[src/hw/rtl/multi_encoding_char_decoder_top_defines.svh]
// Assertion macros for the character decoder.
`ifndef MULTI_ENCODING_CHAR_DECODER_TOP_DEFINES_SVH
`define MULTI_ENCODING_CHAR_DECODER_TOP_DEFINES_SVH

`ifndef SYNTHESIS
// Check prop on every rising edge of clk, outside reset.
`define MECD_ASSERT(label, clk, rst, prop, msg) \
  label: assert property (@(posedge clk) disable iff (rst) (prop)) else $error(msg);
// Check that cond never holds, outside reset.
`define MECD_NEVER(label, clk, rst, cond, msg) \
  label: assert property (@(posedge clk) disable iff (rst) !(cond)) else $error(msg);
`else
`define MECD_ASSERT(label, clk, rst, prop, msg)
`define MECD_NEVER(label, clk, rst, cond, msg)
`endif

`endif

[src/hw/rtl/mecd_pkg.sv]
package mecd_pkg;

  typedef enum logic [1:0] {
    MODE_UTF8    = 2'd0,
    MODE_UTF16BE = 2'd1,
    MODE_CP1252  = 2'd2,
    MODE_SJIS    = 2'd3
  } mode_t;

  typedef struct packed {
    logic        valid;
    logic [15:0] code;
    logic [1:0]  used;
  } result_t;

  // Shift-JIS double-byte lead: 0x81..0x9F or 0xE0..0xFF
  function automatic logic sjis_lead(input logic [7:0] b);
    return ((b >= 8'h81) && (b < 8'hA0)) || (b >= 8'hE0);
  endfunction

endpackage

[src/hw/rtl/multi_encoding_char_decoder_top.sv]
// Character stream decoder: one raw byte per request in, one 16-bit character
// code per completed character out.
// Input channel: stream_valid / stream_stall carry stream_byte. A byte is taken
// at a rising edge with stream_valid high and stream_stall low.
// Output channel: char_valid / char_stall carry char_code and bytes_used (1..3).
// The encoding is set through encoding_mode_we / encoding_mode_wdata
// (0 UTF-8, 1 UTF-16 big-endian, 2 CP1252, 3 Shift-JIS); a write drops any
// partly collected character. Write it only while the decoder is idle.
// Throughput: one byte per cycle while stream_stall is low. A completed character
// is registered into the output register, or into the skid register while the receiver holds it.
// Results sit in an output register backed by one skid register, so a byte is
// still taken while the receiver stalls; stream_stall rises only once the skid
// register holds a result as well, and falls when the receiver drains it.
// Reset (rst, synchronous) selects UTF-8, clears the partial character and
// empties both result registers.
`include "multi_encoding_char_decoder_top_defines.svh"

module multi_encoding_char_decoder_top
  import mecd_pkg::*;
(
  input  logic        clk,
  input  logic        rst,
  input  logic        encoding_mode_we,
  input  logic [1:0]  encoding_mode_wdata,
  input  logic        stream_valid,
  output logic        stream_stall,
  input  logic [7:0]  stream_byte,
  output logic        char_valid,
  input  logic        char_stall,
  output logic [15:0] char_code,
  output logic [1:0]  bytes_used
);

  mode_t       mode;
  logic [1:0]  bytes_pending;
  logic [15:0] partial_code;
  logic [1:0]  bytes_taken;

  logic [1:0]  bytes_pending_next;
  logic [15:0] partial_code_next;
  logic [1:0]  bytes_taken_next;
  result_t     res;

  logic        skid_valid;
  logic [15:0] skid_code;
  logic [1:0]  skid_used;

  logic        accept;
  logic        out_take;

  assign stream_stall = skid_valid;
  assign accept       = stream_valid && !skid_valid;
  assign out_take     = char_valid && !char_stall;

  always_comb begin
    bytes_pending_next = bytes_pending;
    partial_code_next  = partial_code;
    bytes_taken_next   = bytes_taken;
    res                = '0;
    if (bytes_pending == 2'd0) begin
      // lead byte: start a character or finish a single-byte one
      bytes_taken_next  = 2'd1;
      partial_code_next = {8'h00, stream_byte};
      res.code          = {8'h00, stream_byte};
      res.used          = 2'd1;
      unique case (mode)
        MODE_UTF8: begin
          if (!stream_byte[7]) begin
            res.valid = 1'b1;
          end else if (stream_byte[7:5] == 3'b110) begin
            bytes_pending_next = 2'd1;
            partial_code_next  = {11'h000, stream_byte[4:0]};
          end else begin
            bytes_pending_next = 2'd2;
            partial_code_next  = {12'h000, stream_byte[3:0]};
          end
        end
        MODE_UTF16BE: bytes_pending_next = 2'd1;
        MODE_CP1252:  res.valid = 1'b1;
        MODE_SJIS: begin
          if (sjis_lead(stream_byte)) begin
            bytes_pending_next = 2'd1;
          end else begin
            res.valid = 1'b1;
          end
        end
        default: res.valid = 1'b1;
      endcase
      if (res.valid) begin
        bytes_taken_next  = 2'd0;
        partial_code_next = '0;
      end
    end else begin
      // continuation byte: only the low six bits count in UTF-8
      if (mode == MODE_UTF8) begin
        res.code = {partial_code[9:0], stream_byte[5:0]};
      end else begin
        res.code = {partial_code[7:0], stream_byte};
      end
      res.used           = bytes_taken + 2'd1;
      bytes_pending_next = bytes_pending - 2'd1;
      bytes_taken_next   = res.used;
      partial_code_next  = res.code;
      if (bytes_pending == 2'd1) begin
        res.valid         = 1'b1;
        bytes_taken_next  = 2'd0;
        partial_code_next = '0;
      end
    end
  end

  // decoder state
  always_ff @(posedge clk) begin
    if (rst) begin
      mode          <= MODE_UTF8;
      bytes_pending <= '0;
      partial_code  <= '0;
      bytes_taken   <= '0;
    end else if (encoding_mode_we) begin
      mode          <= mode_t'(encoding_mode_wdata);
      bytes_pending <= '0;
      partial_code  <= '0;
      bytes_taken   <= '0;
    end else if (accept) begin
      bytes_pending <= bytes_pending_next;
      partial_code  <= partial_code_next;
      bytes_taken   <= bytes_taken_next;
    end
  end

  // output register and skid register, control
  always_ff @(posedge clk) begin
    if (rst) begin
      char_valid <= 1'b0;
      skid_valid <= 1'b0;
    end else if (skid_valid) begin
      if (out_take) begin
        skid_valid <= 1'b0;
      end
    end else if (accept && res.valid) begin
      if (char_valid && !out_take) begin
        skid_valid <= 1'b1;
      end else begin
        char_valid <= 1'b1;
      end
    end else if (out_take) begin
      char_valid <= 1'b0;
    end
  end

  // output register and skid register, payload
  always_ff @(posedge clk) begin
    if (skid_valid) begin
      if (out_take) begin
        char_code  <= skid_code;
        bytes_used <= skid_used;
      end
    end else if (accept && res.valid) begin
      if (char_valid && !out_take) begin
        skid_code <= res.code;
        skid_used <= res.used;
      end else begin
        char_code  <= res.code;
        bytes_used <= res.used;
      end
    end
  end

  `MECD_ASSERT(a_skid_behind_out, clk, rst, skid_valid |-> char_valid, "skid full, output empty")
  `MECD_ASSERT(a_skid_holds, clk, rst, (skid_valid && !out_take) |=> skid_valid, "skid lost result")
  `MECD_ASSERT(a_used_nonzero, clk, rst, char_valid |-> (bytes_used != 2'd0), "zero bytes_used")
  `MECD_ASSERT(a_taken_consistent, clk, rst, (bytes_pending != 2'd0) |-> (bytes_taken != 2'd0), "pending with none taken")
  `MECD_NEVER(a_three_byte_utf8_only, clk, rst, (bytes_pending == 2'd2) && (mode != MODE_UTF8), "two pending outside UTF-8")

endmodule

[config.mk]
export PLATFORM = sky130hd
export DESIGN_NAME = multi_encoding_char_decoder_top
export DESIGN_NICKNAME = d
export VERILOG_FILES = /design/src/hw/rtl/mecd_pkg.sv /design/src/hw/rtl/multi_encoding_char_decoder_top.sv
export VERILOG_INCLUDE_DIRS = /design/src /design/src/hw/rtl
export SDC_FILE = /design/constraint.sdc
export NUM_CORES = 1
export LEC_CHECK = 0
export BUFFER_PORTS_ARGS = -buffer_cell sky130_fd_sc_hd__buf_2
export CAP_MARGIN = 20
export CORE_UTILIZATION = 45
export DETAILED_ROUTE_END_ITERATION = 7
export PLACE_DENSITY_LB_ADDON = 0.15
export REMOVE_ABC_BUFFERS = 1
export SYNTH_ARGS = -nofsm -noshare
export SYNTH_HDL_FRONTEND = slang
export SYNTH_SLANG_ARGS = --single-unit
export TNS_END_PERCENT = 30
[constraint.sdc]
create_clock -name clk -period 5.2 [get_ports clk]
set_clock_uncertainty 0.2 [all_clocks]
set_input_delay 0.52 -clock clk [delete_from_list [all_inputs] [get_ports clk]]
set_output_delay 0.52 -clock clk [all_outputs]
set_load 0.005 [all_outputs]
==> results of run 1 <==
[registers in the layout (all words and copies together), names as in the netlist]
name	flops
char_code	16
skid_code	16
partial_code	10
bytes_pending	2
bytes_taken	2
bytes_used	2
mode	2
skid_used	2
char_valid	1
stream_stall	1
[cells in the mapped netlist, types with 3 or more instances]
cell type	instances
clkbuf_1	4
nand2_1	15
nand3_1	5
edfxtp_1	36
nand2b_1	3
o21ai_0	6
o21a_1	3
a22o_1	4
a21oi_1	10
ha_1	4
dfxtp_1	18
mux2i_1	8
nor2b_1	5
nor2_1	18
nor4_1	3
nor3_1	3
inv_1	5
mux2_2	16
or2_2	3
o31ai_1	8
[cell usage in the layout (no fill, tap or decap), types with 2 or more instances in the layout]
| master | netlist | final |
|---|---|---|
| nor3_1 | 3 | 3 |
| o21ai_0 | 6 | 6 |
| nor2b_1 | 5 | 5 |
| clkinvlp_4 | 0 | 2 |
| xnor2_1 | 2 | 2 |
| dfxtp_1 | 18 | 18 |
| ha_1 | 4 | 4 |
| edfxtp_1 | 36 | 36 |
| clkbuf_8 | 0 | 5 |
| inv_1 | 5 | 5 |
| nand2b_1 | 3 | 3 |
| a2111oi_0 | 2 | 2 |
| a21oi_1 | 10 | 10 |
| mux2_2 | 16 | 16 |
| a211oi_1 | 2 | 2 |
| nand2_1 | 15 | 15 |
| a22o_2 | 2 | 2 |
| o31ai_1 | 8 | 8 |
| buf_4 | 0 | 4 |
| and2_1 | 2 | 2 |
| nand3_1 | 5 | 5 |
| o21a_1 | 3 | 3 |
| or2_2 | 3 | 3 |
| a22o_1 | 4 | 4 |
| nor4_1 | 3 | 3 |
| mux2i_1 | 8 | 8 |
| nor2_1 | 18 | 18 |
| buf_2 | 2 | 34 |
[final cells by class]
cell class | count | share of cell area [%]
Sequential cell | 54 | 51.8
Multi-Input combinational cell | 133 | 34.0
Timing Repair Buffer | 38 | 7.19
Tap cell | 70 | 3.15
Clock buffer | 6 | 2.61
Inverter | 5 | 0.674
Clock inverter | 2 | 0.540
[worst paths after layout]
kind / startpoint / endpoint / depth (start not counted)
worst min register to register: partial_code[9] / partial_code[9] / 2
worst max-delay path: mode[0] / skid_code[3] / 7
worst max register to register: mode[0] / skid_code[3] / 7
worst min-delay path: stream_byte[0] / skid_code[0] / 1
[report_power, final]
group | leakage (nW) | internal, mW | total, mW | switching (mW)
combinational | 0.486 | 0.0385 | 0.0920 | 0.0535
sequential | 0.494 | 0.471 | 0.479 | 0.00751
clock | 0.0374 | 0.0951 | 0.228 | 0.133
[metal layers]
layer / GRT usage [%] / wire (um) / vias up
met1: 25.4 / 2190 / 786
met3: 3.97 / 140 / 2
met4: 4.32 / 18 / 0
met5: 0 / 0 / -
li1: - / - / 825
met2: 30.3 / 2170 / 30
[metrics by stage]
step	setup slack [ns]	power, mW	cells
finish	2.22	0.799	308
CTS	2.21	0.809	307
global placement	2.24	0.580	299
global route	1.97	0.842	308
detailed placement	2.23	0.580	299
floorplan	1.67	0.545	192
[cells by family (layout without fill, tap and decap cells)]
family	count (synthesis)	after routing	share of synthesized area [%]
adders and majority gates	4	4	2.06
and+or+nand+nor	58	58	11.1
DFF	54	54	59.2
AOI/OAI and AO/OA	44	44	13.7
buffers and inverters	13	51	2.11
xor gates and xnor gates	3	3	1.08
muxes	24	24	10.7
[worst reg2reg max path, stage by stage, from the launching register on]
cell and delay, ns:
dfxtp_1 0.35, inv_1 0.09, ha_1 0.54, nor2b_1 0.30
o21a_1 0.25, a21oi_1 0.09, nor2_1 0.55, buf_4 0.32
==> summary.md, run 1 <==
| Metric | Value |
|---|---|
| Grt ovf | `0` |
| Routability cong. | `0.778` |
| Wire per inst | `14.7 um` |
| Total GRT Usage | `18.5%` |
| RSZ-0062 raised after global routing | `false` |
| Router iterations before antenna repair | `4` |
| Die Span X | `75.5 um` |
| Setup CP Type | `flop to flop` |
| Total number of vias | `1643` |
| Placed Instance Area | `2690 sq um` |
| Die Y | `75.5 um` |
| Top Ports | `35` |
| Clock-pin slew on the worst setup and hold paths | `0.09 ns` |
| Layout area overhead | `14.3%` |
| Achievable frequency | `0.336 GHz` |
| CP arrival | `2.79 ns` |
| YS warnings | `0` |
| DPL Wire Length | `3260 um` |
| Area of the multi-input gates | `947 sq um` |
| Pleak | `1.02 nW` |
| Worst vdd ir | `132 uV` |
| CTS Buf Count | `5` |
| Number of synthesized register bits | `54` |
| DIE AREA | `5710 sq um` |
| Vias in the first global route | `1577` |
| Ratio of cells with drive above 1 in the final layout | `29.0%` |
| Synth top area share | `44.4%` |
| Hold Fails Final Rpt | `0` |
| Most used DFF post-synth | `edfxtp_1` |
| Power Density | `287 nW/um^2` |
| Max stage delay on crit path | `0.55 ns` |
| # Post-CTS Setup Buffers | `0` |
| Worst path cell trace | `inv_1 -> ha_1 -> nor2b_1 -> o21a_1 -> a21oi_1 -> nor2_1 -> buf_4` |
| Worst-Margin Slew | `0.801 ns` |
| Biggest area consumer among synthesized cells | `edfxtp_1` |
| Clk_lat worst skew | `0.30 ns` |
| Final Cycle Share | `57.2%` |
| Detail Route Antenna Nets | `0` |
| CTS max path bufs | `2` |
| CTS tree | `built` |
| Filler cells | `459` |
| Final setup viols | `0` |
| FF+latch area | `1440 sq um` |
| Number of enable flip-flop cells after synthesis | `36` |
| R2R setup slack | `2.22 ns` |
| DRC viols | `0` |
| Worst Path Required | `5.01 ns` |
| Avg Vias per Cell | `5.33` |
| Seq/Total Area, Yosys | `59.2%` |
| Core Util, Final | `53.8%` |
| Final Max Slew Viols | `0` |
| Largest net degree at the start of global routing | `33` |
| Distinct cells, synth | `36` |
| Final instance area | `2780 sq um` |
| Synth async-reset ratio | `0%` |
| Core area | `5170 sq um` |
| Initial antenna violation count | `0` |
| Synthesized cell area | `2430 sq um` |
| Min cycle time layout | `2.98 ns` |
| Cell count after synthesis | `200` |
| Worst hold slack | `0.232 ns` |
| CTS Hold Bufs | `0` |
| Status | `finished, final reports clean` |
| Worst min-delay path class | `input port to flop` |
| Clk sinks | `54` |
| H-tree levels | `2` |
| Global-route wire length before repair | `7750 um` |
| Post-cts resize count | `0` |
| DR iter-0 viols | `90` |
| Row cnt | `26` |
| Syn Area/Cell | `12.2 sq um` |
| IO buf count | `34` |
| Largest delay share family, worst path | `simple AND/OR/NAND/NOR gates` |
| Fin nets | `256` |
| Top post-synthesis cells by area | `edfxtp_1 (44%), dfxtp_1 (15%), mux2_2 (7.4%)` |
| Crit start category | `flop` |
| Worst path bufs/invs | `2` |
| Final setup TNS | `0 ns` |
| Final wirelength | `4520 um` |
| Crit end category | `flop` |
| Max FO, Critical Path | `14` |
| Antenna diodes | `0` |
| Max-slew headroom | `46.5%` |
| Initial Utilization | `47.0%` |
| Root buf cell | `clkbuf_8` |
| Maxcap violations | `0` |
| Max stage delay cell, worst path | `nor2_1` |
No activity file was read; power rests on OpenSTA's default activity.
==> inputs of run 2 (changes only) <==
==> constraint.sdc (replaced) <==
create_clock -name clk -period 2.9 [get_ports clk]
set_clock_uncertainty 0.2 [all_clocks]
set_input_delay 0.29 -clock clk [delete_from_list [all_inputs] [get_ports clk]]
set_output_delay 0.29 -clock clk [all_outputs]
set_load 0.005 [all_outputs]
==> run 2 against run 1 <==
Die area unchanged; routed wire length increased by 2.6%; non-clock buffer count increased by 6; sequential share of layout area decreased by 1.3 points; core utilization increased by 1.4 points; worst setup slack got worse by 1.9 ns; cell area increased by 2.7%; clock power increased by 120%; critical path depth unchanged; critical endpoint is now char_code[11]; largest power group unchanged; highest routed layer unchanged.
==> summary.md, run 2 (synthesis results as in run 1) <==
| Metric | Value |
|---|---|
| Die Span X | `75.5 um` |
| DPL Wire Length | `3360 um` |
| Worst min-delay path class | `input port to flop` |
| Worst setup margin | `0.297 ns` |
| R2R setup slack | `0.61 ns` |
| Final wirelength | `4640 um` |
| Largest delay share family, worst path | `buffers and inverters` |
| Clock-pin slew on the worst setup and hold paths | `0.09 ns` |
| IO buf count | `34` |
| Largest regs | `char_code: 16 flops, skid_code: 16 flops, partial_code: 10 flops` |
| FF-to-FF End | `char_code[11]` |
| Worst hold slack | `0.0104 ns` |
| Grt ovf | `0` |
| Total GRT Usage | `18.3%` |
| Maxcap violations | `0` |
| H-tree levels | `2` |
| Worst vdd ir | `224 uV` |
| Wire per inst | `14.8 um` |
| Root buf cell | `clkbuf_8` |
| Pre-CTS WS | `0.545 ns` |
| DR iter-0 viols | `76` |
| Antenna diodes | `0` |
| Worst path cell trace | `dlygate4sd3_1 -> buf_2 -> nor4_1 -> a211o_1 -> nand2_1 -> a221oi_2 -> buf_4` |
| Final Max Slew Viols | `0` |
| Pleak | `1.06 nW` |
| R2r worst-path depth | `8` |
| Fin nets | `262` |
| Ratio of cells with drive above 1 in the final layout | `30.7%` |
| Status | `finished, final reports clean` |
| Top Ports | `35` |
| Max FO, Critical Path | `18` |
| Layout area overhead | `17.4%` |
| DRC viols | `0` |
| Worst Path Required | `2.69 ns` |
| Max stage delay cell, worst path | `dlygate4sd3_1` |
| Worst-Margin Slew | `0.542 ns` |
| Core area | `5170 sq um` |
| Total number of vias | `1683` |
| Largest net degree at the start of global routing | `19` |
| Die Y | `75.5 um` |
| DIE AREA | `5710 sq um` |
| Worst path bufs/invs | `3` |
| Achievable frequency | `0.384 GHz` |
| RSZ-0062 raised after global routing | `false` |
| Clk sinks | `54` |
| CTS Hold Bufs | `1` |
| Hold-critical path endpoint | `skid_code[4]` |
| Final setup viols | `0` |
| Final Cycle Share | `89.7%` |
| Max-slew headroom | `63.8%` |
| Commonest non-fill, non-tap cell in the layout | `edfxtp_1` |
| Global-route wire length before repair | `7680 um` |
| CTS tree | `built` |
| Initial antenna violation count | `0` |
| Max stage delay on crit path | `0.53 ns` |
| Worst Hold Launch | `stream_byte[4]` |
| # Post-CTS Setup Buffers | `0` |
| Min cycle time layout | `2.60 ns` |
| Power Density | `536 nW/um^2` |
| Initial Utilization | `47.0%` |
| CP arrival | `2.40 ns` |
| Setup CP Type | `input port to flop` |
| Hold Fails Final Rpt | `0` |
| Clk_lat worst skew | `0.30 ns` |
| Crit start category | `input port` |
| Filler cells | `478` |
| Post-cts resize count | `0` |
| Reg-to-reg critical path startpoint | `mode[1]` |
| Hold depth | `1` |
| Router iterations before antenna repair | `4` |
| Commonest cells after routing, fill and taps aside | `edfxtp_1 (36), buf_2 (34), nor2_1 (18), dfxtp_1 (18), mux2_2 (16)` |
| Row cnt | `26` |
| CTS max path bufs | `2` |
| Detail Route Antenna Nets | `0` |
| Vias in the first global route | `1564` |
| Routability cong. | `0.807` |
| CTS Buf Count | `5` |
| Crit end category | `flop` |
| Avg Vias per Cell | `5.36` |
-- run 2: worst max-delay path by stage --
stage                   start       endpoint  slack (ns)  depth (start not counted)
5_1_grt        stream_byte[0]  char_code[11]        0.06                          7
3_3_place_gp   stream_byte[0]  char_code[10]        0.57                          6
4_1_cts        stream_byte[0]  char_code[11]        0.33                          7
2_1_floorplan         mode[0]  bytes_used[0]       -0.63                          6
3_5_place_dp   stream_byte[0]  char_code[13]        0.55                          6
6_report       stream_byte[0]  char_code[11]        0.30                          7
-- run 2: power breakdown --
group | total, mW | internal (mW) | switching, mW
Combinational | 0.171 | 0.0733 | 0.0972
Sequential | 0.859 | 0.845 | 0.0138
Clock | 0.502 | 0.257 | 0.245
-- run 2: cell type report --
cell class | count | area (sq um) | area share, %
multi-input cells | 133 | 947 | 33.2
inverters | 5 | 18.8 | 0.657
clock buffers | 5 | 68.8 | 2.41
clock inverters | 3 | 45.0 | 1.58
repair buffers | 44 | 248 | 8.67
well taps | 70 | 87.6 | 3.07
flip-flops and latches | 54 | 1440 | 50.5
-- run 2: through the flow --
step / instances / utilization [%] / setup TNS, ns / cell area, sq um / total power [mW]
floorplan: 192 / - / -11.35 / 2400 / 0.977
global placement: 305 / 52.8 / 0 / 2730 / 1.04
detailed placement: 305 / 52.8 / 0 / 2730 / 1.05
CTS: 314 / 55.2 / 0 / 2860 / 1.54
global route: 314 / 55.2 / 0 / 2860 / 1.60
finish: 314 / 55.2 / 0 / 2860 / 1.53
-- run 2: metal layers --
layer  part of all wire [%]  vias up  track usage, %
li1                       -      834               -
met1                     48      804            25.2
met2                     47       40            29.4
met3                    3.7        5            3.57
met4                   0.84        0            5.56
met5                      0        -               0
==> inputs of run 3 (changes only) <==
--- a/config.mk
+++ b/config.mk
@@ -11,6 +11,7 @@
 export CORE_UTILIZATION = 45
 export DETAILED_ROUTE_END_ITERATION = 7
 export PLACE_DENSITY_LB_ADDON = 0.15
+export RECOVER_POWER = 50
 export REMOVE_ABC_BUFFERS = 1
 export SYNTH_ARGS = -nofsm -noshare
 export SYNTH_HDL_FRONTEND = slang
==> constraint.sdc (replaced) <==
create_clock -name clk -period 2.3 [get_ports clk]
set_clock_uncertainty 0.2 [all_clocks]
set_input_delay 0.23 -clock clk [delete_from_list [all_inputs] [get_ports clk]]
set_output_delay 0.23 -clock clk [all_outputs]
set_load 0.005 [all_outputs]
==> run 3 against run 2 <==
Non-clock buffer count increased by 14; first-iteration DRC count increased by 17%; register-to-register slack got worse by 0.50 ns; routed wire length increased by 9.1%; cell count increased by 4.5%; global-route usage increased by 1.3 points; largest cell class unchanged; largest power group unchanged; highest routed layer unchanged.
==> summary.md, run 3 (synthesis results as in run 1) <==
| Metric | Value |
|---|---|
| Clk_lat worst skew | `0.30 ns` |
| Routability cong. | `0.823` |
| Clock-pin slew on the worst setup and hold paths | `0.09 ns` |
| DPL Wire Length | `3470 um` |
| Final wirelength | `5060 um` |
| Power Density | `650 nW/um^2` |
| Largest delay share family, worst path | `buffers and inverters` |
| Area of the multi-input gates | `991 sq um` |
| Worst-Margin Slew | `0.860 ns` |
| Status | `finished, final reports clean` |
| Worst path cell trace | `dlygate4sd3_1 -> buf_2 -> xor2_2 -> a211o_1 -> nand2_1 -> a221oi_4 -> buf_4 -> buf_6` |
| CTS Buf Count | `5` |
| Ratio of cells with drive above 1 in the final layout | `24.8%` |
| CP arrival | `2.07 ns` |
| Final Max Slew Viols | `0` |
| Total GRT Usage | `19.6%` |
| Largest net degree at the start of global routing | `20` |
| Vias in the first global route | `1690` |
| Worst setup margin | `0.0582 ns` |
| Worst min-delay path class | `input port to flop` |
| CTS max path bufs | `2` |
| R2R setup slack | `0.11 ns` |
| Antenna diodes | `0` |
| Largest regs | `char_code: 16 flops, skid_code: 16 flops, partial_code: 10 flops` |
| Avg Vias per Cell | `5.25` |
| DIE AREA | `5710 sq um` |
| Top Ports | `35` |
| Max-slew headroom | `42.6%` |
| Root buf cell | `clkbuf_8` |
| H-tree levels | `2` |
| Final setup TNS | `0 ns` |
| Worst path bufs/invs | `4` |
| Fin nets | `276` |
| Pre-CTS WS | `0.141 ns` |
| DR iter-0 viols | `89` |
| Pleak | `1.08 nW` |
| Core area | `5170 sq um` |
| Initial Utilization | `47.0%` |
| Commonest non-fill, non-tap cell in the layout | `edfxtp_1` |
| DRC viols | `0` |
| Setup CP Type | `input port to flop` |
| Total number of vias | `1722` |
| Max stage delay cell, worst path | `dlygate4sd3_1` |
| Wire per inst | `15.4 um` |
| Die Y | `75.5 um` |
| Clk sinks | `54` |
| Max FO, Critical Path | `7` |
| Crit start category | `input port` |
| Final setup viols | `0` |
| Row cnt | `26` |
| FF+latch area | `1440 sq um` |
| Final Cycle Share | `97.5%` |
| Commonest cells after routing, fill and taps aside | `edfxtp_1 (36), clkbuf_1 (21), buf_2 (18), nor2_1 (17), dfxtp_1 (17)` |
| Layout area overhead | `23.4%` |
| Filler cells | `468` |
| Crit end category | `flop` |
| Router iterations before antenna repair | `4` |
| Worst Path Required | `2.12 ns` |
| Initial antenna violation count | `0` |
| Hold Fails Final Rpt | `0` |
| Grt ovf | `0` |
| IO buf count | `34` |
| Maxcap violations | `0` |
| Max stage delay on crit path | `0.54 ns` |
| Min cycle time layout | `2.24 ns` |
| Detail Route Antenna Nets | `0` |
| Global-route wire length before repair | `8120 um` |
| Worst vdd ir | `240 uV` |
| Die Span X | `75.5 um` |
| CTS tree | `built` |
| Achievable frequency | `0.446 GHz` |
-- run 3: cell types whose count changed in the layout (fill, tap and decap cells not counted), sizes merged --
cell         before  now
clkbuf            5   26
clkinvlp          2    1
dlygate4sd3       1    9
buf              43   29
-- run 3: timing repair --
| action | 4_1_cts | 5_1_grt |
|---|---|---|
| resized for setup | 0 | 9 |
| hold endpoints to repair | 13 | 0 |
| hold buffers | 9 | 0 |
| setup buffers | 0 | 1 |
| endpoints found under the setup margin | 0 | 36 |
-- run 3: worst paths after layout --
kind               startpoint         endpoint  cells past startpoint
max            stream_byte[5]    char_code[13]                      8
min          encoding_mode_we          mode[0]                      3
max reg2reg           mode[1]    char_code[13]                      8
min reg2reg   partial_code[8]  partial_code[8]                      2
-- run 3: metal layers --
layer | vias up | share of wire (%) | track usage (%)
met3 | 5 | 2.6 | 3.97
met1 | 825 | 48 | 26.2
met2 | 33 | 48 | 32.4
met4 | 0 | 1.1 | 5.56
li1 | 859 | - | -
met5 | - | 0 | 0
-- run 3: where the power goes --
part / internal, mW / switching [mW] / leakage, nW / total, mW
registers: 1.07 / 0.0175 / 0.494 / 1.08
clock network: 0.325 / 0.294 / 0.0514 / 0.618
logic: 0.112 / 0.138 / 0.535 / 0.250
-- run 3: stage by stage --
stage                     instances  hold WS [ns]  instance area (sq um)  util, %  total power, mW
final                           328        0.0647                   3000     58.1             1.95
after global routing            328        0.0634                   3000     58.1             2.03
after CTS                       326        0.0586                   2980     57.5             1.96
after detailed placement        309         0.247                   2780     53.7             1.33
after global placement          309         0.243                   2780     53.7             1.33
after floorplan                 192         0.102                   2400        -             1.23
-- run 3: worst reg2reg max path: cells and delay by family (launching register included) --
| kind | cells | cell delay, ns |
|---|---|---|
| flops | 1 | 0.36 |
| simple gates | 1 | 0.16 |
| buf+inv | 3 | 0.36 |
| compound gates | 3 | 0.60 |
| fa+ha+maj | 1 | 0.23 |
-- run 3: layout make-up --
type	count	area share [%]
well taps	70	2.92
flip-flops and latches	54	48.0
multi-input cells	133	33.0
clock inverters	2	1.25
inverters	5	0.625
repair buffers	58	11.8
clock buffers	6	2.42
